**src/tcc_pkg.sv**
```systemverilog
// Shared types, codes and constants of the text console cursor.
`timescale 1ns / 1ps
`default_nettype none

package tcc_pkg;

   // Field widths
   localparam int CODE_W  = 8;
   localparam int COLOR_W = 32;
   localparam int POS_W   = 8;

   // Packed stream widths, whole bytes
   localparam int REQ_DATA_W = 72;   // char_code, fore_color, back_color
   localparam int RSP_DATA_W = 88;   // cell_column, cell_row, glyph_code, draw_fore, draw_back

   // Character codes
   localparam logic [CODE_W-1:0] CODE_BACKSPACE = 8'd8;
   localparam logic [CODE_W-1:0] CODE_TAB       = 8'd9;
   localparam logic [CODE_W-1:0] CODE_NEWLINE   = 8'd10;
   localparam logic [CODE_W-1:0] CODE_SPACE     = 8'd32;

   // Sizing
   localparam int TAB_STOP_DEFAULT    = 8;
   localparam int MAX_WRITES          = 8;
   localparam int QUEUE_DEPTH_DEFAULT = 4;

   // Register reset values
   localparam logic [POS_W-1:0] COLUMNS_RESET = 8'd128;
   localparam logic [POS_W-1:0] ROWS_RESET    = 8'd48;

   // Register indexes on the configuration port
   typedef enum logic {
      REG_COLUMNS = 1'b0,
      REG_ROWS    = 1'b1
   } reg_index_type;

   // Classified operation
   typedef enum logic [1:0] {
      OP_PRINT,
      OP_NEWLINE,
      OP_BACKSPACE,
      OP_TAB
   } op_type;

   // One queued command
   typedef struct packed {
      op_type               op;
      logic [CODE_W-1:0]    glyph;
      logic [COLOR_W-1:0]   fore;
      logic [COLOR_W-1:0]   back;
   } entry_type;

   // Cursor position
   typedef struct packed {
      logic [POS_W-1:0] column;
      logic [POS_W-1:0] row;
   } pos_type;

   // Back engine states
   typedef enum logic {
      ST_IDLE,
      ST_TAB
   } back_state_type;

endpackage

`default_nettype wire

```
**src/tcc_front.sv**
```systemverilog
// Front end: accepts character transactions and classifies them into commands.
`timescale 1ns / 1ps
`default_nettype none

module tcc_front
   import tcc_pkg::*;
(
   input  wire logic                  req_tvalid,
   output logic                       req_tready,
   input  wire logic [REQ_DATA_W-1:0] req_tdata,   // char_code, fore_color, back_color
   output logic                       push,
   output entry_type                  push_entry,
   input  wire logic                  full
);

   logic [CODE_W-1:0] code;

   assign code       = req_tdata[CODE_W-1:0];
   assign req_tready = !full;
   assign push       = req_tvalid && !full;

   // Classify the character code
   always_comb begin
      push_entry.glyph = code;
      push_entry.fore  = req_tdata[CODE_W +: COLOR_W];
      push_entry.back  = req_tdata[CODE_W+COLOR_W +: COLOR_W];
      case (code)
         CODE_NEWLINE:   push_entry.op = OP_NEWLINE;
         CODE_BACKSPACE: push_entry.op = OP_BACKSPACE;
         CODE_TAB:       push_entry.op = OP_TAB;
         default:        push_entry.op = OP_PRINT;
      endcase
   end

endmodule

`default_nettype wire

```
**src/tcc_queue.sv**
```systemverilog
// Short command queue between the front end and the back engine.
`timescale 1ns / 1ps
`default_nettype none

module tcc_queue
   import tcc_pkg::*;
#(
   parameter int QUEUE_DEPTH = QUEUE_DEPTH_DEFAULT
)
(
   input  wire logic      clock,
   input  wire logic      reset,
   input  wire logic      push,
   input  wire entry_type push_entry,
   output logic           full,
   input  wire logic      pop,
   output entry_type      pop_entry,
   output logic           empty
);

   localparam int PTR_W = (QUEUE_DEPTH > 1) ? $clog2(QUEUE_DEPTH) : 1;
   localparam int CNT_W = $clog2(QUEUE_DEPTH + 1);

   entry_type           slot_ff [QUEUE_DEPTH];
   logic [PTR_W-1:0]    wr_ptr_ff, wr_ptr_in;
   logic [PTR_W-1:0]    rd_ptr_ff, rd_ptr_in;
   logic [CNT_W-1:0]    count_ff,  count_in;

   assign full      = (count_ff == CNT_W'(QUEUE_DEPTH));
   assign empty     = (count_ff == '0);
   assign pop_entry = slot_ff[rd_ptr_ff];

   // Pointer and fill count update
   always_comb begin
      wr_ptr_in = wr_ptr_ff;
      rd_ptr_in = rd_ptr_ff;
      count_in  = count_ff;
      if (push) begin
         wr_ptr_in = (wr_ptr_ff == PTR_W'(QUEUE_DEPTH - 1)) ? '0 : wr_ptr_ff + 1'b1;
      end
      if (pop) begin
         rd_ptr_in = (rd_ptr_ff == PTR_W'(QUEUE_DEPTH - 1)) ? '0 : rd_ptr_ff + 1'b1;
      end
      if (push && !pop) begin
         count_in = count_ff + 1'b1;
      end else if (pop && !push) begin
         count_in = count_ff - 1'b1;
      end
   end

   always_ff @(posedge clock) begin
      if (reset) begin
         wr_ptr_ff <= '0;
         rd_ptr_ff <= '0;
         count_ff  <= '0;
      end else begin
         wr_ptr_ff <= wr_ptr_in;
         rd_ptr_ff <= rd_ptr_in;
         count_ff  <= count_in;
      end
   end

   // Storage
   always_ff @(posedge clock) begin
      if (push) begin
         slot_ff[wr_ptr_ff] <= push_entry;
      end
   end

endmodule

`default_nettype wire

```
**src/tcc_back.sv**
```systemverilog
// Back engine: keeps the cursor and turns commands into cell-write transactions.
`timescale 1ns / 1ps
`default_nettype none

module tcc_back
   import tcc_pkg::*;
#(
   parameter int TAB_STOP = TAB_STOP_DEFAULT
)
(
   input  wire logic                  clock,
   input  wire logic                  reset,
   input  wire logic [POS_W-1:0]      columns,     // already forced to at least 1
   input  wire logic [POS_W-1:0]      rows,        // already forced to at least 1
   input  wire logic                  empty,
   input  wire entry_type             entry,
   output logic                       pop,
   output logic                       rsp_tvalid,
   input  wire logic                  rsp_tready,
   output logic [RSP_DATA_W-1:0]      rsp_tdata,   // cell_column, cell_row, glyph_code,
                                                   // draw_fore, draw_back
   output logic                       rsp_tlast    // last_write
);

   localparam int PH_W  = (TAB_STOP > 1) ? $clog2(TAB_STOP) : 1;
   localparam int CNT_W = $clog2(MAX_WRITES + 1);

   back_state_type       state_ff, state_in;
   pos_type              cur_ff, cur_in;
   logic [CNT_W-1:0]     rem_ff, rem_in;

   logic                 valid_ff, valid_in;
   logic [POS_W-1:0]     col_ff, col_in;
   logic [POS_W-1:0]     row_ff, row_in;
   logic [CODE_W-1:0]    glyph_ff, glyph_in;
   logic [COLOR_W-1:0]   fore_ff, fore_in;
   logic [COLOR_W-1:0]   back_ff, back_in;
   logic                 last_ff, last_in;

   pos_type              wpos, adv, bs;
   logic                 out_free;
   logic [PH_W-1:0]      phase_lut [256];
   logic [POS_W-1:0]     gap_to_stop;
   logic [CNT_W-1:0]     tab_count;

   // Column phase within a tab stop, built at elaboration
   for (genvar g = 0; g < 256; g++) begin : g_phase
      assign phase_lut[g] = PH_W'(g % TAB_STOP);
   end

   // Wrap rule: past the row end starts the next row, past the last row returns to row 0
   function automatic pos_type wrap_pos(pos_type p, logic [POS_W-1:0] cols,
                                        logic [POS_W-1:0] nrows);
      pos_type r;
      r = p;
      if (r.column >= cols) begin
         r.column = '0;
         r.row    = r.row + 1'b1;
      end
      if (r.row >= nrows) begin
         r.row = '0;
      end
      return r;
   endfunction

   always_comb begin
      wpos = wrap_pos(cur_ff, columns, rows);
      adv  = wrap_pos('{column: wpos.column + 1'b1, row: wpos.row}, columns, rows);
      // Step back one cell
      if (wpos.column == '0) begin
         bs.column = columns - 1'b1;
         bs.row    = (wpos.row == '0) ? rows - 1'b1 : wpos.row - 1'b1;
      end else begin
         bs.column = wpos.column - 1'b1;
         bs.row    = wpos.row;
      end
      // Spaces up to the next tab stop, capped
      gap_to_stop = POS_W'(TAB_STOP) - POS_W'(phase_lut[wpos.column]);
      tab_count   = (gap_to_stop > POS_W'(MAX_WRITES)) ? CNT_W'(MAX_WRITES)
                                                       : CNT_W'(gap_to_stop);
   end

   assign out_free = !valid_ff || rsp_tready;

   // Sequencer
   always_comb begin
      state_in = state_ff;
      cur_in   = cur_ff;
      rem_in   = rem_ff;
      pop      = 1'b0;
      valid_in = out_free ? 1'b0 : valid_ff;
      col_in   = col_ff;
      row_in   = row_ff;
      glyph_in = glyph_ff;
      fore_in  = fore_ff;
      back_in  = back_ff;
      last_in  = last_ff;
      case (state_ff)
         ST_IDLE: begin
            if (out_free && !empty) begin
               pop     = 1'b1;
               fore_in = entry.fore;
               back_in = entry.back;
               case (entry.op)
                  OP_NEWLINE: begin
                     cur_in = wrap_pos('{column: '0, row: wpos.row + 1'b1}, columns, rows);
                  end
                  OP_BACKSPACE: begin
                     valid_in = 1'b1;
                     col_in   = bs.column;
                     row_in   = bs.row;
                     glyph_in = CODE_SPACE;
                     last_in  = 1'b1;
                     cur_in   = bs;
                  end
                  OP_TAB: begin
                     valid_in = 1'b1;
                     col_in   = wpos.column;
                     row_in   = wpos.row;
                     glyph_in = CODE_SPACE;
                     cur_in   = adv;
                     if (tab_count > CNT_W'(1)) begin
                        last_in  = 1'b0;
                        rem_in   = tab_count - 1'b1;
                        state_in = ST_TAB;
                     end else begin
                        last_in  = 1'b1;
                     end
                  end
                  default: begin
                     valid_in = 1'b1;
                     col_in   = wpos.column;
                     row_in   = wpos.row;
                     glyph_in = entry.glyph;
                     last_in  = 1'b1;
                     cur_in   = adv;
                  end
               endcase
            end
         end
         ST_TAB: begin
            // Colors stay in the output register for the whole run
            if (out_free) begin
               valid_in = 1'b1;
               col_in   = wpos.column;
               row_in   = wpos.row;
               glyph_in = CODE_SPACE;
               cur_in   = adv;
               rem_in   = rem_ff - 1'b1;
               last_in  = (rem_ff == CNT_W'(1));
               if (rem_ff == CNT_W'(1)) begin
                  state_in = ST_IDLE;
               end
            end
         end
         default: begin
            state_in = ST_IDLE;
         end
      endcase
   end

   always_ff @(posedge clock) begin
      if (reset) begin
         state_ff <= ST_IDLE;
         cur_ff   <= '0;
         rem_ff   <= '0;
         valid_ff <= 1'b0;
      end else begin
         state_ff <= state_in;
         cur_ff   <= cur_in;
         rem_ff   <= rem_in;
         valid_ff <= valid_in;
      end
   end

   // Output payload
   always_ff @(posedge clock) begin
      col_ff   <= col_in;
      row_ff   <= row_in;
      glyph_ff <= glyph_in;
      fore_ff  <= fore_in;
      back_ff  <= back_in;
      last_ff  <= last_in;
   end

   assign rsp_tvalid = valid_ff;
   assign rsp_tdata  = {back_ff, fore_ff, glyph_ff, row_ff, col_ff};
   assign rsp_tlast  = last_ff;

endmodule

`default_nettype wire

```
**src/text_console_cursor.sv**
```systemverilog
// Top level of the text console cursor: configuration registers and block wiring.
`timescale 1ns / 1ps
`default_nettype none

// Turns a stream of character bytes into cell-write transactions for a text console.
// A printable byte or a backspace gives one cell write; a newline moves the cursor
// and gives no write; a tab gives 1 to 8 space writes, one per cycle while rsp is not
// stalled, up to the next tab stop. The back engine issues at most one
// cell write per cycle, so that is the rate; a stalled rsp side stops it while the
// command queue keeps taking input until it fills. rsp_tlast marks the final write
// of each character. There is no clearing pass after reset. Set columns and rows
// only while no transaction is in flight; a zero size counts as one.

module text_console_cursor
   import tcc_pkg::*;
#(
   parameter int TAB_STOP    = TAB_STOP_DEFAULT,
   parameter int QUEUE_DEPTH = QUEUE_DEPTH_DEFAULT
)
(
   input  wire logic                  clock,
   input  wire logic                  reset,
   input  wire logic                  req_tvalid,
   output logic                       req_tready,
   input  wire logic [REQ_DATA_W-1:0] req_tdata,   // char_code, fore_color, back_color
   output logic                       rsp_tvalid,
   input  wire logic                  rsp_tready,
   output logic [RSP_DATA_W-1:0]      rsp_tdata,   // cell_column, cell_row, glyph_code,
                                                   // draw_fore, draw_back
   output logic                       rsp_tlast,   // last_write
   input  wire logic                  csr_we,
   input  wire logic                  csr_index,
   input  wire logic [POS_W-1:0]      csr_wdata
);

   logic [POS_W-1:0] columns_ff, columns_in;
   logic [POS_W-1:0] rows_ff, rows_in;
   logic [POS_W-1:0] eff_columns, eff_rows;

   logic             push, full, pop, empty;
   entry_type        push_entry, pop_entry;

   // Configuration writes
   always_comb begin
      columns_in = columns_ff;
      rows_in    = rows_ff;
      if (csr_we) begin
         case (reg_index_type'(csr_index))
            REG_COLUMNS: columns_in = csr_wdata;
            REG_ROWS:    rows_in    = csr_wdata;
            default:     ;
         endcase
      end
   end

   always_ff @(posedge clock) begin
      if (reset) begin
         columns_ff <= COLUMNS_RESET;
         rows_ff    <= ROWS_RESET;
      end else begin
         columns_ff <= columns_in;
         rows_ff    <= rows_in;
      end
   end

   // Zero sizes act as one
   assign eff_columns = (columns_ff == '0) ? POS_W'(1) : columns_ff;
   assign eff_rows    = (rows_ff == '0) ? POS_W'(1) : rows_ff;

   tcc_front u_front (
      .req_tvalid (req_tvalid),
      .req_tready (req_tready),
      .req_tdata  (req_tdata),
      .push       (push),
      .push_entry (push_entry),
      .full       (full)
   );

   tcc_queue #(
      .QUEUE_DEPTH (QUEUE_DEPTH)
   ) u_queue (
      .clock      (clock),
      .reset      (reset),
      .push       (push),
      .push_entry (push_entry),
      .full       (full),
      .pop        (pop),
      .pop_entry  (pop_entry),
      .empty      (empty)
   );

   tcc_back #(
      .TAB_STOP (TAB_STOP)
   ) u_back (
      .clock      (clock),
      .reset      (reset),
      .columns    (eff_columns),
      .rows       (eff_rows),
      .empty      (empty),
      .entry      (pop_entry),
      .pop        (pop),
      .rsp_tvalid (rsp_tvalid),
      .rsp_tready (rsp_tready),
      .rsp_tdata  (rsp_tdata),
      .rsp_tlast  (rsp_tlast)
   );

endmodule

`default_nettype wire

```
**config.mk**
```make
export PLATFORM = sky130hd
export DESIGN_NAME = text_console_cursor
export DESIGN_NICKNAME = d
export VERILOG_FILES = /design/src/tcc_pkg.sv /design/src/tcc_front.sv /design/src/tcc_queue.sv /design/src/tcc_back.sv /design/src/text_console_cursor.sv
export SDC_FILE = /design/constraint.sdc
export NUM_CORES = 1
export LEC_CHECK = 0
export ABC_AREA = 1
export BUFFER_PORTS_ARGS = -buffer_cell sky130_fd_sc_hd__buf_2
export CAP_MARGIN = 10
export CORE_MARGIN = 2
export CORE_UTILIZATION = 53
export DETAILED_ROUTE_END_ITERATION = 10
export PLACE_DENSITY = 0.85
export SYNTH_ARGS = -nofsm -noshare
export SYNTH_HDL_FRONTEND = slang
export SYNTH_SLANG_ARGS = --single-unit
```
**constraint.sdc**
```tcl
create_clock -name clock -period 5.6 [get_ports clock]
set_input_delay 0.28 -clock clock [delete_from_list [all_inputs] [get_ports clock]]
set_output_delay 0.28 -clock clock [all_outputs]
set_load 0.005 [all_outputs]
```
==> reports/summary.txt <==
STATUS
-----------------------------------------------------------------------------------------------
Run status                                                                         finished clean

PLACEMENT
-----------------------------------------------------------------------------------------------
Placed wire-length estimate after detailed placement                                    28.2 mm
Number of cells in the design after placement                                              2173
Final weighted congestion of routability-driven global placement                          0.968
Worst Setup Slack post-DPL                                                             0.227 ns
IO buf count                                                                                176

FINAL LAYOUT
-----------------------------------------------------------------------------------------------
Filler cell count in the final layout                                                      2489
Fraction of final layout cells sized beyond drive strength 1                              0.201
Count of non-filler cells in the finished layout                                           2336
Net total in the final layout                                                              1991
P&R area growth vs syn                                                                    20.3%

CLOCKING
-----------------------------------------------------------------------------------------------
Clk root buf                                                                          clkbuf_16
Clock tree from TritonCTS                                                                  done
TritonCTS sink count                                                                        432
Latest clock arrival within the worst-skew pair                                         0.58 ns
Maximum buffer depth of the clock tree                                                        3
Number of clock buffers inserted by TritonCTS                                                42
Clock H-tree levels                                                                           2
Clock input transition at the sequential cells of the worst setup and hold paths        0.06 ns

TIMING
-----------------------------------------------------------------------------------------------
Worst setup slack after layout                                                         0.353 ns
Total setup violations reported at the end of the flow                                        0
Setup Skew                                                                            0.0431 ns
Number of pins with negative max-slew slack in the final report                               0
Final period utilization                                                                  0.937
Actual slew at the worst max-slew pin                                                   1.19 ns
Relative slew slack                                                                       0.203
Achievable clock frequency                                                            0.191 GHz
Post-layout minimum cycle time                                                          5.25 ns
Final Hold Vio Count                                                                          0

CRITICAL PATH
-----------------------------------------------------------------------------------------------
Launching element type of the critical path                                                flop
Slowest cell delay on critical path                                                     0.33 ns
CP endpoint kind                                                                           flop
CP arrival                                                                              5.72 ns
Worst path most repeated cell                                                           nand2_1
Required @ worst endpoint                                                               6.08 ns
Worst path slowest cell                                                                  nor3_4
CP Class                                                                           flop to flop
Worst r2r path cells                                                                         37
Worst Path Max Fanout                                                                         9

SYNTHESIS
-----------------------------------------------------------------------------------------------
Share of Yosys cell area claimed by the top area cell type                                0.622
Library cell with the highest instance count after synthesis                           edfxtp_1
Syn nets                                                                                   1716
Number of synthesized register bits                                                         432
Syn_area_per_cell                                                                    11.8 sq um
Share of flip-flops with an asynchronous set or reset                                         0
Leading cell types by total area after synthesis                                   edfxtp_1 (62%), o21ai_0 (5.7%), dfxtp_1 (5.1%), nor2_1 (4.1%), ha_1 (4.0%)
Post-synth EDFFs                                                                            385
Top cell types by occurrence after synthesis                                       edfxtp_1 (385), o21ai_0 (211), nor2_1 (204)
Count of different cell masters after synthesis                                              50
Most common flop cell mapped by yosys                                                  edfxtp_1
Synthesized cell area                                                               18600 sq um
Largest area contributor in the netlist                                                edfxtp_1
Warnings from Yosys                                                                           0
Syn Inst Count                                                                             1569
Proportion of synthesized chip area in sequential cells                                   0.673

ROUTE
-----------------------------------------------------------------------------------------------
Number of antenna-violating nets in the routed design                                         0
Via count                                                                                 13511
WL/cell                                                                                 21.0 um
# DRC                                                                                         0
Number of vias per cell after detailed routing                                             5.78
Final Routed Wirelength                                                                 49.1 mm
Drt first pass iters                                                                          8
Violation count after the first detailed-routing iteration                                 1551

POWER
-----------------------------------------------------------------------------------------------
Peak supply drop                                                                       0.500 mV
Power, Total                                                                            13.3 mW
Leak                                                                                    8.62 nW
Total power divided by cell area                                                    594 nW/um^2

GRT
-----------------------------------------------------------------------------------------------
Grt ovf                                                                                       0
Total global-route track usage                                                            0.266
Antenna violations before repair                                                              2
Largest net degree at the start of global routing                                           103
First-pass GRT wire length                                                              73.8 mm
Number of global-route vias before repair                                                 12921

FLOORPLAN
-----------------------------------------------------------------------------------------------
Overall die area                                                                    36600 sq um
Starting utilization of the core area                                                     0.538
Num ports                                                                                   177
Die Height                                                                               191 um
Core Region                                                                         34500 sq um
Die W                                                                                    191 um
Number of core rows                                                                          68

FLOW RUN
-----------------------------------------------------------------------------------------------
Max capacitance violation total                                                               0

WORST HOLD PATH
-----------------------------------------------------------------------------------------------
Type of the tightest min-delay check                                               input port to flop
Number of cells traversed by the worst hold path                                              3

metal layers:
metal  global-route usage  vias to the layer above  share of wire
met5                    0                        -              0
met4               0.0882                        0          0.032
met3               0.0580                      112          0.093
met2                0.453                      731           0.50
met1                0.339                     6500           0.38
li1                     -                     6168              -
through the flow:
stage	TNS [ns]	hold WS, ns	util	instance area, sq um
finish	0	0.0286	0.647	22400
global route	-0.000388	0.0187	0.647	22300
CTS	0	0.00955	0.644	22200
detailed placement	0	0.485	0.582	20100
global placement	0	0.477	0.582	20100
floorplan	0	0.349	-	18600
flip-flops by register name, summed over array words and instances, names as in the netlist, 2 cells and up, named ones only:
register	flops
columns_ff	8
u_back.glyph_ff	8
u_back.back_ff	32
u_queue.rd_ptr_ff	2
rows_ff	8
u_queue.count_ff	3
u_back.fore_ff	32
u_back.col_ff	8
u_back.rem_ff	4
u_back.row_ff	8
u_back.cur_ff	16
u_queue.wr_ptr_ff	2
u_queue.slot_ff	296
worst paths after layout:
kind,to,slack [ns],from
setup / recovery,u_back.cur_ff[7]$_SDFFE_PP0P_,0.35,columns_ff[3]$_SDFFE_PP0P_
setup reg to reg,u_back.cur_ff[7]$_SDFFE_PP0P_,0.35,columns_ff[3]$_SDFFE_PP0P_
hold reg to reg,u_back.rem_ff[3]$_SDFFE_PP0P_,0.50,u_back.rem_ff[3]$_SDFFE_PP0P_
hold / removal,rows_ff[4]$_SDFFE_PP1P_,0.03,csr_wdata[4]
cell usage in the layout (no fill, tap or decap), types with 4 or more instances in the layout:
cell           netlist  routed
inv_1              126     122
buf_4                0      46
o211ai_1             7       7
clkbuf_1            61       5
buf_2                3     176
clkinv_1             1       9
nand2_4              6       7
nor2_1             204     199
a21oi_1             74      73
dlygate4sd3_1        0      74
xor2_1              12      12
nand2_2             16      15
ha_1                60      60
nand3_2              5       7
o21ai_0            211     209
edfxtp_1           385     385
dfxtp_1             47      44
inv_2                9      11
nor2_2               4       5
nand3_1             36      34
nor3_1               6       4
o21ai_2              4       4
nor2_4              10      14
clkinvlp_4           0       6
nand4_1             14      14
o21ai_1             16      18
nand3_4              4       4
o22ai_1             70      70
nand2_1            130     130
and2_1               4       4
clkbuf_16            0      42
bufinv_16            0       4
clkinv_2             0       9
cell type report:
cell class                 instances  area (sq um)  area share
clock inverter                    31           329      0.0147
tap                              455           569      0.0255
antenna                            3          7.51    0.000336
timing repair buffer             297          1990      0.0889
clock buffer                      47          1070      0.0479
sequential                       432         12500       0.560
multi-input combinational        934          5360       0.240
inverter                         137           520      0.0233
repair_timing:
item | CTS | global route
resized for setup | 0 | 11
hold endpoints to repair | 292 | 0
endpoints found under the setup margin | 0 | 8
buffers inserted | 0 | 8
hold buffers | 74 | 0
where the power goes:
part / leakage (nW) / switching [mW] / internal, mW
clock: 0.664 / 1.28 / 1.59
sequential: 3.98 / 0.283 / 4.45
combinational: 3.98 / 3.81 / 1.88
total: 8.62 / 5.37 / 7.92
kinds of logic (layout without fill, tap and decap cells):
group,after synthesis,after routing,synth area share
simple gates,451,451,0.115
flops,432,432,0.673
compound gates,405,405,0.120
buf+inv,203,512,0.0426
fa+ha+maj,61,61,0.0415
xor+xnor,17,17,0.00882
other cells,0,3,0
worst max-delay path: cells and delay by family (launching register included):
kind / cells / cell delay (ns)
DFF: 1 / 0.32
buffers and inverters: 4 / 0.48
adders and majority gates: 3 / 0.69
AOI/OAI and AO/OA: 6 / 0.85
xor gates and xnor gates: 1 / 0.33
and+or+nand+nor: 23 / 2.51
Power figures use the tool's default switching activity.
